### config.mk
export PLATFORM = sky130hd
export DESIGN_NAME = mwv_front
export DESIGN_NICKNAME = d
export VERILOG_FILES = /design/src/rtl/mwv_pkg.sv /design/src/rtl/mwv_front.sv
export SDC_FILE = /design/constraint.sdc
export NUM_CORES = 1
export LEC_CHECK = 0
export BUFFER_PORTS_ARGS = -buffer_cell sky130_fd_sc_hd__buf_2
export CORE_MARGIN = 1.5
export CORE_UTILIZATION = 35
export CTS_BUF_LIST = sky130_fd_sc_hd__clkbuf_4 sky130_fd_sc_hd__clkbuf_8
export DETAILED_ROUTE_END_ITERATION = 12
export PLACE_DENSITY = 0.49
export SLEW_MARGIN = 40
export SYNTH_ARGS = -nofsm -noshare
export SYNTH_HDL_FRONTEND = slang
export SYNTH_SLANG_ARGS = --single-unit
### constraint.sdc
create_clock -name i_clk -period 13.8 [get_ports i_clk]
set_clock_uncertainty 0.15 [all_clocks]
set_input_delay 0 -clock i_clk [delete_from_list [all_inputs] [get_ports i_clk]]
set_output_delay 0 -clock i_clk [all_outputs]
set_load 0.1 [all_outputs]
### src/rtl/mwv_pkg.sv
`timescale 1ns / 1ps
// mwv_pkg: shared types and constants of the multi-window VWAP block.
// Used by mwv_front, mwv_div, mwv_back, multi_window_vwap and the testbench.
package mwv_pkg;

    localparam int unsigned WIN_SLOTS = 4;

    localparam logic [2:0] CFG_WINDOW_COUNT = 3'd0;
    localparam logic [2:0] CFG_WINDOW_A     = 3'd1;
    localparam logic [2:0] CFG_WINDOW_B     = 3'd2;
    localparam logic [2:0] CFG_WINDOW_C     = 3'd3;
    localparam logic [2:0] CFG_WINDOW_D     = 3'd4;

    localparam logic [47:0] AVG_MAX = 48'hFFFF_FFFF_FFFF;

    typedef struct packed {
        logic [31:0]               trade_time;
        logic [31:0]               trade_price;
        logic [31:0]               trade_quantity;
        logic [2:0]                win_n;
        logic [WIN_SLOTS-1:0][31:0] win_len;
    } t_job;

    typedef enum logic [2:0] {
        ST_IDLE,
        ST_START,
        ST_RD,
        ST_CHK,
        ST_ACC,
        ST_DIV,
        ST_DIVW,
        ST_OUT
    } t_back_state;

endpackage

### src/rtl/mwv_front.sv
`timescale 1ns / 1ps
// mwv_front: configuration registers, window ranking and the job queue.
// Depends on mwv_pkg.
module mwv_front import mwv_pkg::*; #(
    parameter int MAX_WINDOWS = 4
) (
    input  logic        i_clk,
    input  logic        i_rst_n,
    input  logic        i_cfg_valid,
    output logic        o_cfg_ready,
    input  logic [2:0]  i_cfg_index,
    input  logic [31:0] i_cfg_data,
    input  logic        i_in_valid,
    output logic        o_in_stall,
    input  logic [31:0] i_trade_time,
    input  logic [31:0] i_trade_price,
    input  logic [31:0] i_trade_quantity,
    output logic        o_job_valid,
    output t_job        o_job,
    input  logic        i_job_pop
);
    logic [2:0]                 r_win_count;
    logic [WIN_SLOTS-1:0][31:0] r_win;
    t_job                       r_q [2];
    logic                       r_head;
    logic [1:0]                 r_cnt;

    logic [2:0]                 n_active;
    logic [WIN_SLOTS-1:0][31:0] sorted;
    logic [WIN_SLOTS-1:0][1:0]  rank;
    t_job                       new_job;
    logic                       push;
    logic                       pop;

    assign o_cfg_ready = 1'b1;

    always_ff @(posedge i_clk) begin
        if (!i_rst_n) begin
            r_win_count <= 3'd1;
            r_win[0]    <= 32'd60;
            r_win[1]    <= 32'd300;
            r_win[2]    <= 32'd900;
            r_win[3]    <= 32'd3600;
        end else if (i_cfg_valid) begin
            case (i_cfg_index)
                CFG_WINDOW_COUNT: r_win_count <= i_cfg_data[2:0];
                CFG_WINDOW_A:     r_win[0]    <= i_cfg_data;
                CFG_WINDOW_B:     r_win[1]    <= i_cfg_data;
                CFG_WINDOW_C:     r_win[2]    <= i_cfg_data;
                CFG_WINDOW_D:     r_win[3]    <= i_cfg_data;
                default: ;
            endcase
        end
    end

    always_comb begin
        if (r_win_count == 3'd0) begin
            n_active = 3'd1;
        end else if (r_win_count > 3'(MAX_WINDOWS)) begin
            n_active = 3'(MAX_WINDOWS);
        end else begin
            n_active = r_win_count;
        end
    end

    // stable ranking: ties keep register order
    always_comb begin
        for (int i = 0; i < WIN_SLOTS; i++) begin
            rank[i] = 2'd0;
            for (int j = 0; j < WIN_SLOTS; j++) begin
                if (j != i && 3'(j) < n_active &&
                    ((r_win[j] < r_win[i]) || (r_win[j] == r_win[i] && j < i))) begin
                    rank[i] = rank[i] + 2'd1;
                end
            end
        end
        for (int r = 0; r < WIN_SLOTS; r++) begin
            sorted[r] = 32'd0;
            for (int i = 0; i < WIN_SLOTS; i++) begin
                if (3'(i) < n_active && rank[i] == 2'(r)) begin
                    sorted[r] = r_win[i];
                end
            end
        end
    end

    always_comb begin
        new_job.trade_time     = i_trade_time;
        new_job.trade_price    = i_trade_price;
        new_job.trade_quantity = i_trade_quantity;
        new_job.win_n          = n_active;
        new_job.win_len        = sorted;
    end

    assign o_in_stall  = (r_cnt == 2'd2);
    assign push        = i_in_valid && !o_in_stall;
    assign o_job_valid = (r_cnt != 2'd0);
    assign pop         = i_job_pop && o_job_valid;
    assign o_job       = r_q[r_head];

    always_ff @(posedge i_clk) begin
        if (!i_rst_n) begin
            r_head <= 1'b0;
            r_cnt  <= 2'd0;
        end else begin
            if (pop) begin
                r_head <= ~r_head;
            end
            r_cnt <= r_cnt + 2'(push) - 2'(pop);
        end
    end

    always_ff @(posedge i_clk) begin
        if (push) begin
            r_q[r_head ^ (r_cnt != 2'd0)] <= new_job;
        end
    end
endmodule

After elaboration in Yosys (flattened, before gate mapping)

Memory sizes are Yosys's and may differ from the RTL's. A register that Yosys moved wholly into a read port is not among the register bits.
Index checks and enable logic that the tools add are counted.

Word-level logic and storage cells: 143
Output and inout port bits: 230
Memories kept: 1
Register bits: 134
Memory bits (writable): 454

Memories:

| memory | words | bits a word | rd ports | clocked after memory_dff | write ports | RTL line        | source |
|---|---|---|---|---|---|---|---|
| r_q    | 2     | 227         | 1        | 1                        | 1           | mwv_front.sv:24 | `t_job r_q [2];` |

Add/subtract/negate cells: 10
Bitwise logic cells: 2
Magnitude comparators: 17
Muxes and demuxes: 34
Equal/unequal tests: 23
Reductions and logical operators: 49

Operators by type and width:

| kind                                                                        | count |
|---|---|
| 32-bit 2-to-1 mux                                                           | 16 |
| 32-bit less-than comparator                                                 | 12 |
| 32-bit equality test                                                        | 6 |
| 1-bit logical AND                                                           | 30 |
| 2-bit equality test, second input constant                                  | 9 |
| 2-bit by 1-bit adder with 2-bit output, second input constant               | 8 |
| 2-bit 2-to-1 mux                                                            | 8 |
| 2-bit AND reduction                                                         | 5 |
| 2-bit by 1-bit equality test with 1-bit output, second input constant       | 4 |
| 2-bit logical NOT                                                           | 4 |
| 1-bit 2-to-1 mux                                                            | 8 |
| 3-bit by 2-bit equality test with 1-bit output, second input constant       | 2 |
| 3-bit logical NOT                                                           | 2 |
| 1-bit logical OR                                                            | 6 |
| 1-bit by 3-bit less-than comparator with 1-bit output, first input constant | 2 |
| 2-bit by 3-bit less-than comparator with 1-bit output, first input constant | 2 |
| 3-bit 2-to-1 mux                                                            | 2 |
| 3-bit by 1-bit equality test with 1-bit output, second input constant       | 1 |
| 3-bit equality test, second input constant                                  | 1 |
| 3-bit greater-than comparator, second input constant                        | 1 |
| 2-bit by 1-bit adder with 2-bit output                                      | 1 |
| 2-bit nonzero test                                                          | 1 |
| 2-bit by 1-bit subtractor with 2-bit output                                 | 1 |
| 1-bit logical NOT                                                           | 1 |
| other kinds (2)                                                             | 2 |

Depth between registers and ports, before layout

Gate-level depths: netlist (run 1).

Depth after elaboration: 16
Mapped depth: 18
Depth with buffers taken out: 17

Worst setup path before layout (run 1)

Ideal clock, no wire load.

Kind: reg-to-reg
From: reg r_cnt[1]
To: mem r_q[1][0] (netlist bit), enable pin
Data arrival time: 11.100 ns
Stages on the path, launching flop included: 4
Path buffers: 0
Setup slack: 1.706 ns
Setup time: 0.844 ns
Cell sequence: dfxtp_1 nor2b_1 nand2b_1 nor2b_1

Cells in the longest elaborated chain, start to end: 5
Elaborated cells between the ends (all ways): 7

Ends and longest elaborated chain:

| element                                | RTL line         | source |
|---|---|---|
| start: declaration                     | mwv_front.sv:26  | `logic [1:0] r_cnt;` |
| start signal: assignment               | mwv_front.sv:109 | `r_cnt <= r_cnt + 2'(push) - 2'(pop);` |
| 2-bit equality test                    | mwv_front.sv:95  | `assign o_in_stall = (r_cnt == 2'd2);` |
| via o_in_stall                         | mwv_front.sv:14  | `output logic o_in_stall,` |
| 1-bit logical NOT                      | mwv_front.sv:96  | `assign push = i_in_valid && !o_in_stall;` |
| 1-bit logical AND                      | mwv_front.sv:96  |  |
| 1-bit 2-to-1 mux                       | mwv_front.sv:114 | `if (push) begin` |
| 1-bit 2-to-1 mux (not written as such) | mwv_front.sv:115 | `r_q[r_head ^ (r_cnt != 2'd0)] <= new_job;` |
| end: declaration                       | mwv_front.sv:24  |  |

The timed path passes the listed nets, and every way through them passes these cells.

==> impl_metrics.yaml, run 1 <==
sta:
  finalCritPeriodShare: 0.455
  final_max_slew_viol_count: 0
  tightestPinTransition_ns: 0.895
  rsz0062_at_grt: "no"
  tns_ns: 0
  hold_viol_final: 0
  setup_viol: 0
  finalCriticalPeriod_ns: 6.28
  finalWorstSetupSlack_ns: 7.52
  fmax_mhz: 159
  relSlewSlack: 0.402
  whs_ns: 0.0206
clock_tree:
  clkSinkCount: 589
  clockRootBuffer: "clkbuf_8"
  h-tree-depth: 3
  cts_tree: "done"
  clk_latency_ns: 0.75
  cts_buffers: 106
  post_cts_buffers: 0
  path_clk_slew_ns: 0.07
  ctsLongestPathBuffers: 3
routing:
  vias: 23700
  wirelength_mm: 106
  firstDrtPassIters: 6
  via_per_inst: 5.36
  drc: 0
  drt-initial-drc-count: 2023
  wl_per_cell_um: 23.9
  ant_nets: 0
floorplanning:
  die_area_sq_um: 88000
  initial_core_util: 0.354
  fp-row-count: 107
  fp.dieW_um: 297
  io_pins: 366
  dieHeight_um: 297
  core-area_sq_um: 85300
cells_and_area:
  drive_gt1_frac: 0.291
  layout_commonest_cell: "edfxtp_1"
  syn_to_final_growth_pct: 27.4
  final_area_sq_um: 38400
  final_cell_mix: "edfxtp_1, nand2_1, buf_2"
  num-nets-final: 3513
power_and_ir_drop:
  pwr-share-seq: 0.304
  p_leak_nw: 14.5
  ir_drop_uv: 180
  comb_power_share: 0.494
  clockPowerShare: 0.202
  p_per_area_nw_per_um2: 228
  power.switching_mw: 4.47
  swShare: 0.511
  internal-power_mw: 4.28
  power_mw: 8.75
setup_path:
  timing.rr.end: "r_q[0][64]"
  reg2reg_slack_ns: 7.52
  start_kind: "flip-flop"
  r2r-start: "r_win[71]"
  critical_path_class: "reg -> reg"
  end_kind: "flip-flop"
  r2r_cells: 14
  worstPathRequired_ns: 14.09
  cp_max_fo: 19
  cp.arrival_ns: 6.57
synth:
  netlist_area_sq_um: 30200
  netlist_instances: 2521
  synth_warnings: 0
  async_flop_share: 0
  synth_flop_cell: "edfxtp_1"
  synth_top_area_cell: "edfxtp_1"
  yosys.area.top_type_share: 0.452
  synth_area_leaders: "edfxtp_1, dfxtp_1, mux2_2, ha_1, nand2_1"
  ys_types: 82
  seq_area_frac_synth: 0.542
  synthesis.nets: 2859
  yosys_register_bits: 589
  syn_avg_cell_area_sq_um: 12.0
  synth_edf_count: 454
hold_path:
  holdPathStages: 4
  hold_start: "i_cfg_data[20]"
  min_path_type: "in -> reg"
  holdPathEnd: "r_win[52]"
global_routing:
  first_global_vias: 24000
  grt_usage: 0.235
  grt_max_degree: 96
  met3_usage: 0.0476
  grt_overflow: 0
  met1_usage: 0.307
  grtUsageMet2: 0.384
  grt-busiest-layer: "met2"
  antenna_found_initial: 6
  grt_pass1_wl_mm: 154
place:
  placed_area_sq_um: 33200
  portBuffers: 364
  place_ws_ns: 7.62
  hpwl_mm: 67.7
  gp_congestion: 0.893
flow_run:
  cap_violations: 0
run_status:
  status: "completed"
==> synth_stat cells (36+ instances only) <==
master    count
a211oi_1     38
a21boi_0    114
a21oi_1      87
a221oi_1     37
a31oi_1      36
clkbuf_1     97
dfxtp_1     135
edfxtp_1    454
ha_1        202
inv_1       144
mux2_2      227
nand2_1     392
nand4_1      50
nor2_1       92
==> power by group through the flow <==
stage	Combinational [mW]	Clock (mW)	Sequential [mW]
after floorplan	3.53	0	2.83
after global placement	4.26	0	2.68
after global routing	4.49	1.89	2.71
after CTS	4.35	1.81	2.67
after detailed placement	4.28	0	2.70
final	4.33	1.76	2.66
==> state kept, by name, summed over array words and instances, names as in the netlist, named ones only <==
register     flops
r_win_count      3
r_head           1
r_q            454
r_win          128
r_cnt            2
==> through the flow <==
stage	instances	util
6_report	4414	0.451
5_1_grt	4413	0.451
4_1_cts	4407	0.449
3_5_place_dp	3931	0.390
3_3_place_gp	3926	0.388
2_1_floorplan	2521	-
==> worst max-delay path, stage by stage (launching register included) <==
cell	delay, ns
dfxtp_1	0.42
inv_1	0.16
ha_1	0.34
a21oi_1	0.15
o21ai_0	0.32
a221o_1	0.43
or3_1	0.41
a21oi_1	0.44
inv_1	0.10
ha_1	0.39
or4_4	0.58
a21oi_4	0.72
buf_4	0.56
a221oi_1	0.15
a211oi_1	0.65
==> cell families (layout without fill, tap and decap cells) <==
kind of cell | Yosys count | after routing | synth area share
buf+inv | 280 | 1025 | 0.0390
xor+xnor | 4 | 4 | 0.00116
compound gates | 574 | 574 | 0.154
flops | 589 | 589 | 0.542
fa+ha+maj | 202 | 202 | 0.0838
simple gates | 637 | 637 | 0.0930
other cells | 1 | 5 | 0.000124
mux | 234 | 234 | 0.0871
==> worst max path at each step <==
stage / start / end / slack [ns] / depth (start not counted)
2_1_floorplan: r_cnt[1] / r_q[1][0] / 1.71 / 3
3_3_place_gp: r_win[126] / r_q[0][120] / 7.52 / 14
3_5_place_dp: r_win[76] / r_q[0][64] / 7.62 / 17
4_1_cts: r_win[75] / r_q[1][64] / 7.59 / 14
5_1_grt: r_win[71] / r_q[1][95] / 7.37 / 14
6_report: r_win[71] / r_q[0][64] / 7.52 / 14
==> layer usage <==
layer | routed length, um | part of all wire
met2 | 49400 | 0.47
met5 | 27 | 0.00026
met4 | 3240 | 0.031
met3 | 7470 | 0.071
met1 | 45600 | 0.43
==> final cells by class <==
| class | instances | area (sq um) |
|---|---|---|
| Sequential cell | 589 | 16300 |
| Multi-Input combinational cell | 1652 | 12800 |
| Timing Repair Buffer | 681 | 4980 |
| Inverter | 145 | 544 |
| Fill cell | 7896 | 46900 |
| Tap cell | 1144 | 1430 |
| Antenna cell | 4 | 10.0 |
| Clock buffer | 143 | 1780 |
| Clock inverter | 56 | 519 |
==> repair_timing <==
action	4_1_cts	5_1_grt
hold endpoints to repair	379	0
hold buffers	277	0
gates resized for setup	0	0
No activity file was read; power rests on OpenSTA's default activity.
==> run 2, diff against run 1 <==
--- a/config.mk
+++ b/config.mk
@@ -5,12 +5,13 @@
 export SDC_FILE = /design/constraint.sdc
 export NUM_CORES = 1
 export LEC_CHECK = 0
+export ABC_AREA = 1
 export BUFFER_PORTS_ARGS = -buffer_cell sky130_fd_sc_hd__buf_2
 export CORE_MARGIN = 1.5
 export CORE_UTILIZATION = 35
 export CTS_BUF_LIST = sky130_fd_sc_hd__clkbuf_4 sky130_fd_sc_hd__clkbuf_8
 export DETAILED_ROUTE_END_ITERATION = 12
-export PLACE_DENSITY = 0.49
+export PLACE_DENSITY = 0.48
 export SLEW_MARGIN = 40
 export SYNTH_ARGS = -nofsm -noshare
 export SYNTH_HDL_FRONTEND = slang
==> constraint.sdc (replaced) <==
create_clock -name i_clk -period 6.2 [get_ports i_clk]
set_clock_uncertainty 0.15 [all_clocks]
set_input_delay 0 -clock i_clk [delete_from_list [all_inputs] [get_ports i_clk]]
set_output_delay 0 -clock i_clk [all_outputs]
set_load 0.1 [all_outputs]
==> run 2 against run 1 <==
Maximum frequency rose by 19%. First-iteration DRC count increased by 24%. Utilization decreased by 0.94 points. Area after synthesis rose by 5.2%. Highest routed layer unchanged.
==> impl_metrics.yaml, run 2 <==
run_status:
  status: "completed"
cells_and_area:
  drive_gt1_frac: 0.228
  num-nets-final: 4153
  largestRegisters: "r_q: 454 flops, r_win: 128 flops, r_win_count: 3 flops"
  final_util: 0.441
  largest_reg_flops: 454
  syn_to_final_growth_pct: 24.9
  final_cell_mix: "nand2_1, edfxtp_1, a21oi_1"
  final_area_sq_um: 39700
  top_register: "r_q"
  layout_commonest_cell: "nand2_1"
routing:
  wl_per_cell_um: 22.6
  drc: 0
  drt-initial-drc-count: 2509
  wirelength_mm: 115
  ant_nets: 0
  via_per_inst: 5.30
  firstDrtPassIters: 7
  vias: 27000
setup_path:
  start_kind: "flip-flop"
  cp.arrival_ns: 5.71
  cp_max_fo: 34
  end_kind: "flip-flop"
  reg2reg_slack_ns: 0.92
  worstPathRequired_ns: 6.64
  r2r_cells: 20
  critical_path_class: "reg -> reg"
place:
  hpwl_mm: 73.6
  placed_area_sq_um: 34600
  place_ws_ns: 1.07
  gp_congestion: 0.920
  portBuffers: 364
global_routing:
  grt_usage: 0.243
  antenna_found_initial: 4
  grt_overflow: 0
  first_global_vias: 26400
  grt_pass1_wl_mm: 170
  grt_max_degree: 124
floorplanning:
  initial_core_util: 0.353
  core-area_sq_um: 89900
  io_pins: 366
  fp-row-count: 110
  dieHeight_um: 304
  fp.dieW_um: 304
  die_area_sq_um: 92500
sta:
  fmax_mhz: 190
  whs_ns: 0.0674
  tightestPinTransition_ns: 0.940
  relSlewSlack: 0.373
  final_max_slew_viol_count: 0
  hold_viol_final: 0
  tns_ns: 0
  finalCritPeriodShare: 0.851
  finalCriticalPeriod_ns: 5.28
  finalWorstSetupSlack_ns: 0.924
  setup_viol: 0
  rsz0062_at_grt: "no"
flow_run:
  cap_violations: 0
hold_path:
  holdPathStages: 4
  min_path_type: "in -> reg"
synth:
  synth_top_cells_by_count: "nand2_1, edfxtp_1, a21oi_1"
  yosysMostFrequentCell: "nand2_1"
  yosys.area.top_type_share: 0.429
  syn_avg_cell_area_sq_um: 9.90
  ys_types: 42
  synth_top_area_cell: "edfxtp_1"
  yosys_register_bits: 589
  netlist_instances: 3208
  synth_area_leaders: "edfxtp_1, dfxtp_1, mux2_2, ha_1, a21oi_1"
  synth_warnings: 0
  netlist_area_sq_um: 31700
  async_flop_share: 0
  synth_edf_count: 454
  synth_flop_cell: "edfxtp_1"
  seq_area_frac_synth: 0.515
  synthesis.nets: 3546
clock_tree:
  ctsLongestPathBuffers: 3
  path_clk_slew_ns: 0.06
  clkSinkCount: 589
  cts_tree: "done"
  clockRootBuffer: "clkbuf_8"
  clk_latency_ns: 0.78
  h-tree-depth: 3
  cts_buffers: 106
power_and_ir_drop:
  power.switching_mw: 9.93
  p_per_area_nw_per_um2: 488
  pwr-share-seq: 0.308
  ir_drop_uv: 401
  comb_power_share: 0.497
  swShare: 0.513
  internal-power_mw: 9.42
  clockPowerShare: 0.196
  p_leak_nw: 16.5
## run 2: final cells by class
type	count	area, sq um
clock inverters	37	290
fillers	8799	50200
repair buffers	692	5150
clock buffers	161	1880
diodes	4	10.0
multi-input cells	2183	13600
well taps	1176	1470
flip-flops and latches	589	16300
inverters	243	925
## run 2: kinds of logic after synthesis
family | after synthesis | synth area share
simple gates | 1146 | 0.167
compound gates | 605 | 0.0973
flops | 589 | 0.515
buf+inv | 436 | 0.0598
mux | 227 | 0.0805
fa+ha+maj | 202 | 0.0796
xor+xnor | 2 | 0.000552
other cells | 1 | 0.000118
## run 2: stage by stage
step	total power, mW	cells
2_1_floorplan	13.7	3208
3_3_place_gp	15.5	4597
3_5_place_dp	15.5	4599
4_1_cts	19.5	5078
5_1_grt	20.1	5084
6_report	19.3	5085
## run 2: power groups by stage
stage | clock (mW) | sequential [mW] | combinational, mW
after floorplan | 0 | 6.07 | 7.63
after global placement | 0 | 6.01 | 9.51
after detailed placement | 0 | 6.03 | 9.48
after CTS | 3.91 | 5.96 | 9.65
after global routing | 4.09 | 6.05 | 9.96
final | 3.79 | 5.95 | 9.61
## run 2: timing repair
item	CTS	global route
hold endpoints to repair	327	0
gates resized for setup	0	0
hold buffers	281	0
buffers inserted	0	0
endpoints found under the setup margin	0	0
## run 2: worst max-delay path: stages, from the launching register on
cell and delay [ns]:
dfxtp_1 0.57, inv_1 0.17, ha_1 0.33, nand2_1 0.06, nor2_1 0.22, nand4_1 0.19, nor2_1 0.25, nand3_1 0.16
nand3_1 0.16, inv_1 0.06, ha_1 0.32, inv_1 0.07, nand4_1 0.13, nand2_4 0.44, nor2_8 0.23, buf_4 0.47
nand2_2 0.35, buf_4 0.35, nand2_1 0.13, nand2_1 0.06, a21oi_1 0.18
## run 2: path summary, 6_finish.rpt
path,startpoint,end
setup / recovery,r_win[93],r_q[1][81]
hold / removal,i_rst_n,r_cnt[0]
setup reg to reg,r_win[93],r_q[1][81]
hold reg to reg,r_cnt[1],r_cnt[1]
## run 2: routing by layer
layer / part of all wire / up-vias / GRT usage
met1: 0.43 / 12900 / 0.327
li1: - / 12700 / -
met3: 0.073 / 242 / 0.0414
met4: 0.036 / 2 / 0.0969
met5: 0.00012 / - / 0
met2: 0.46 / 1192 / 0.390
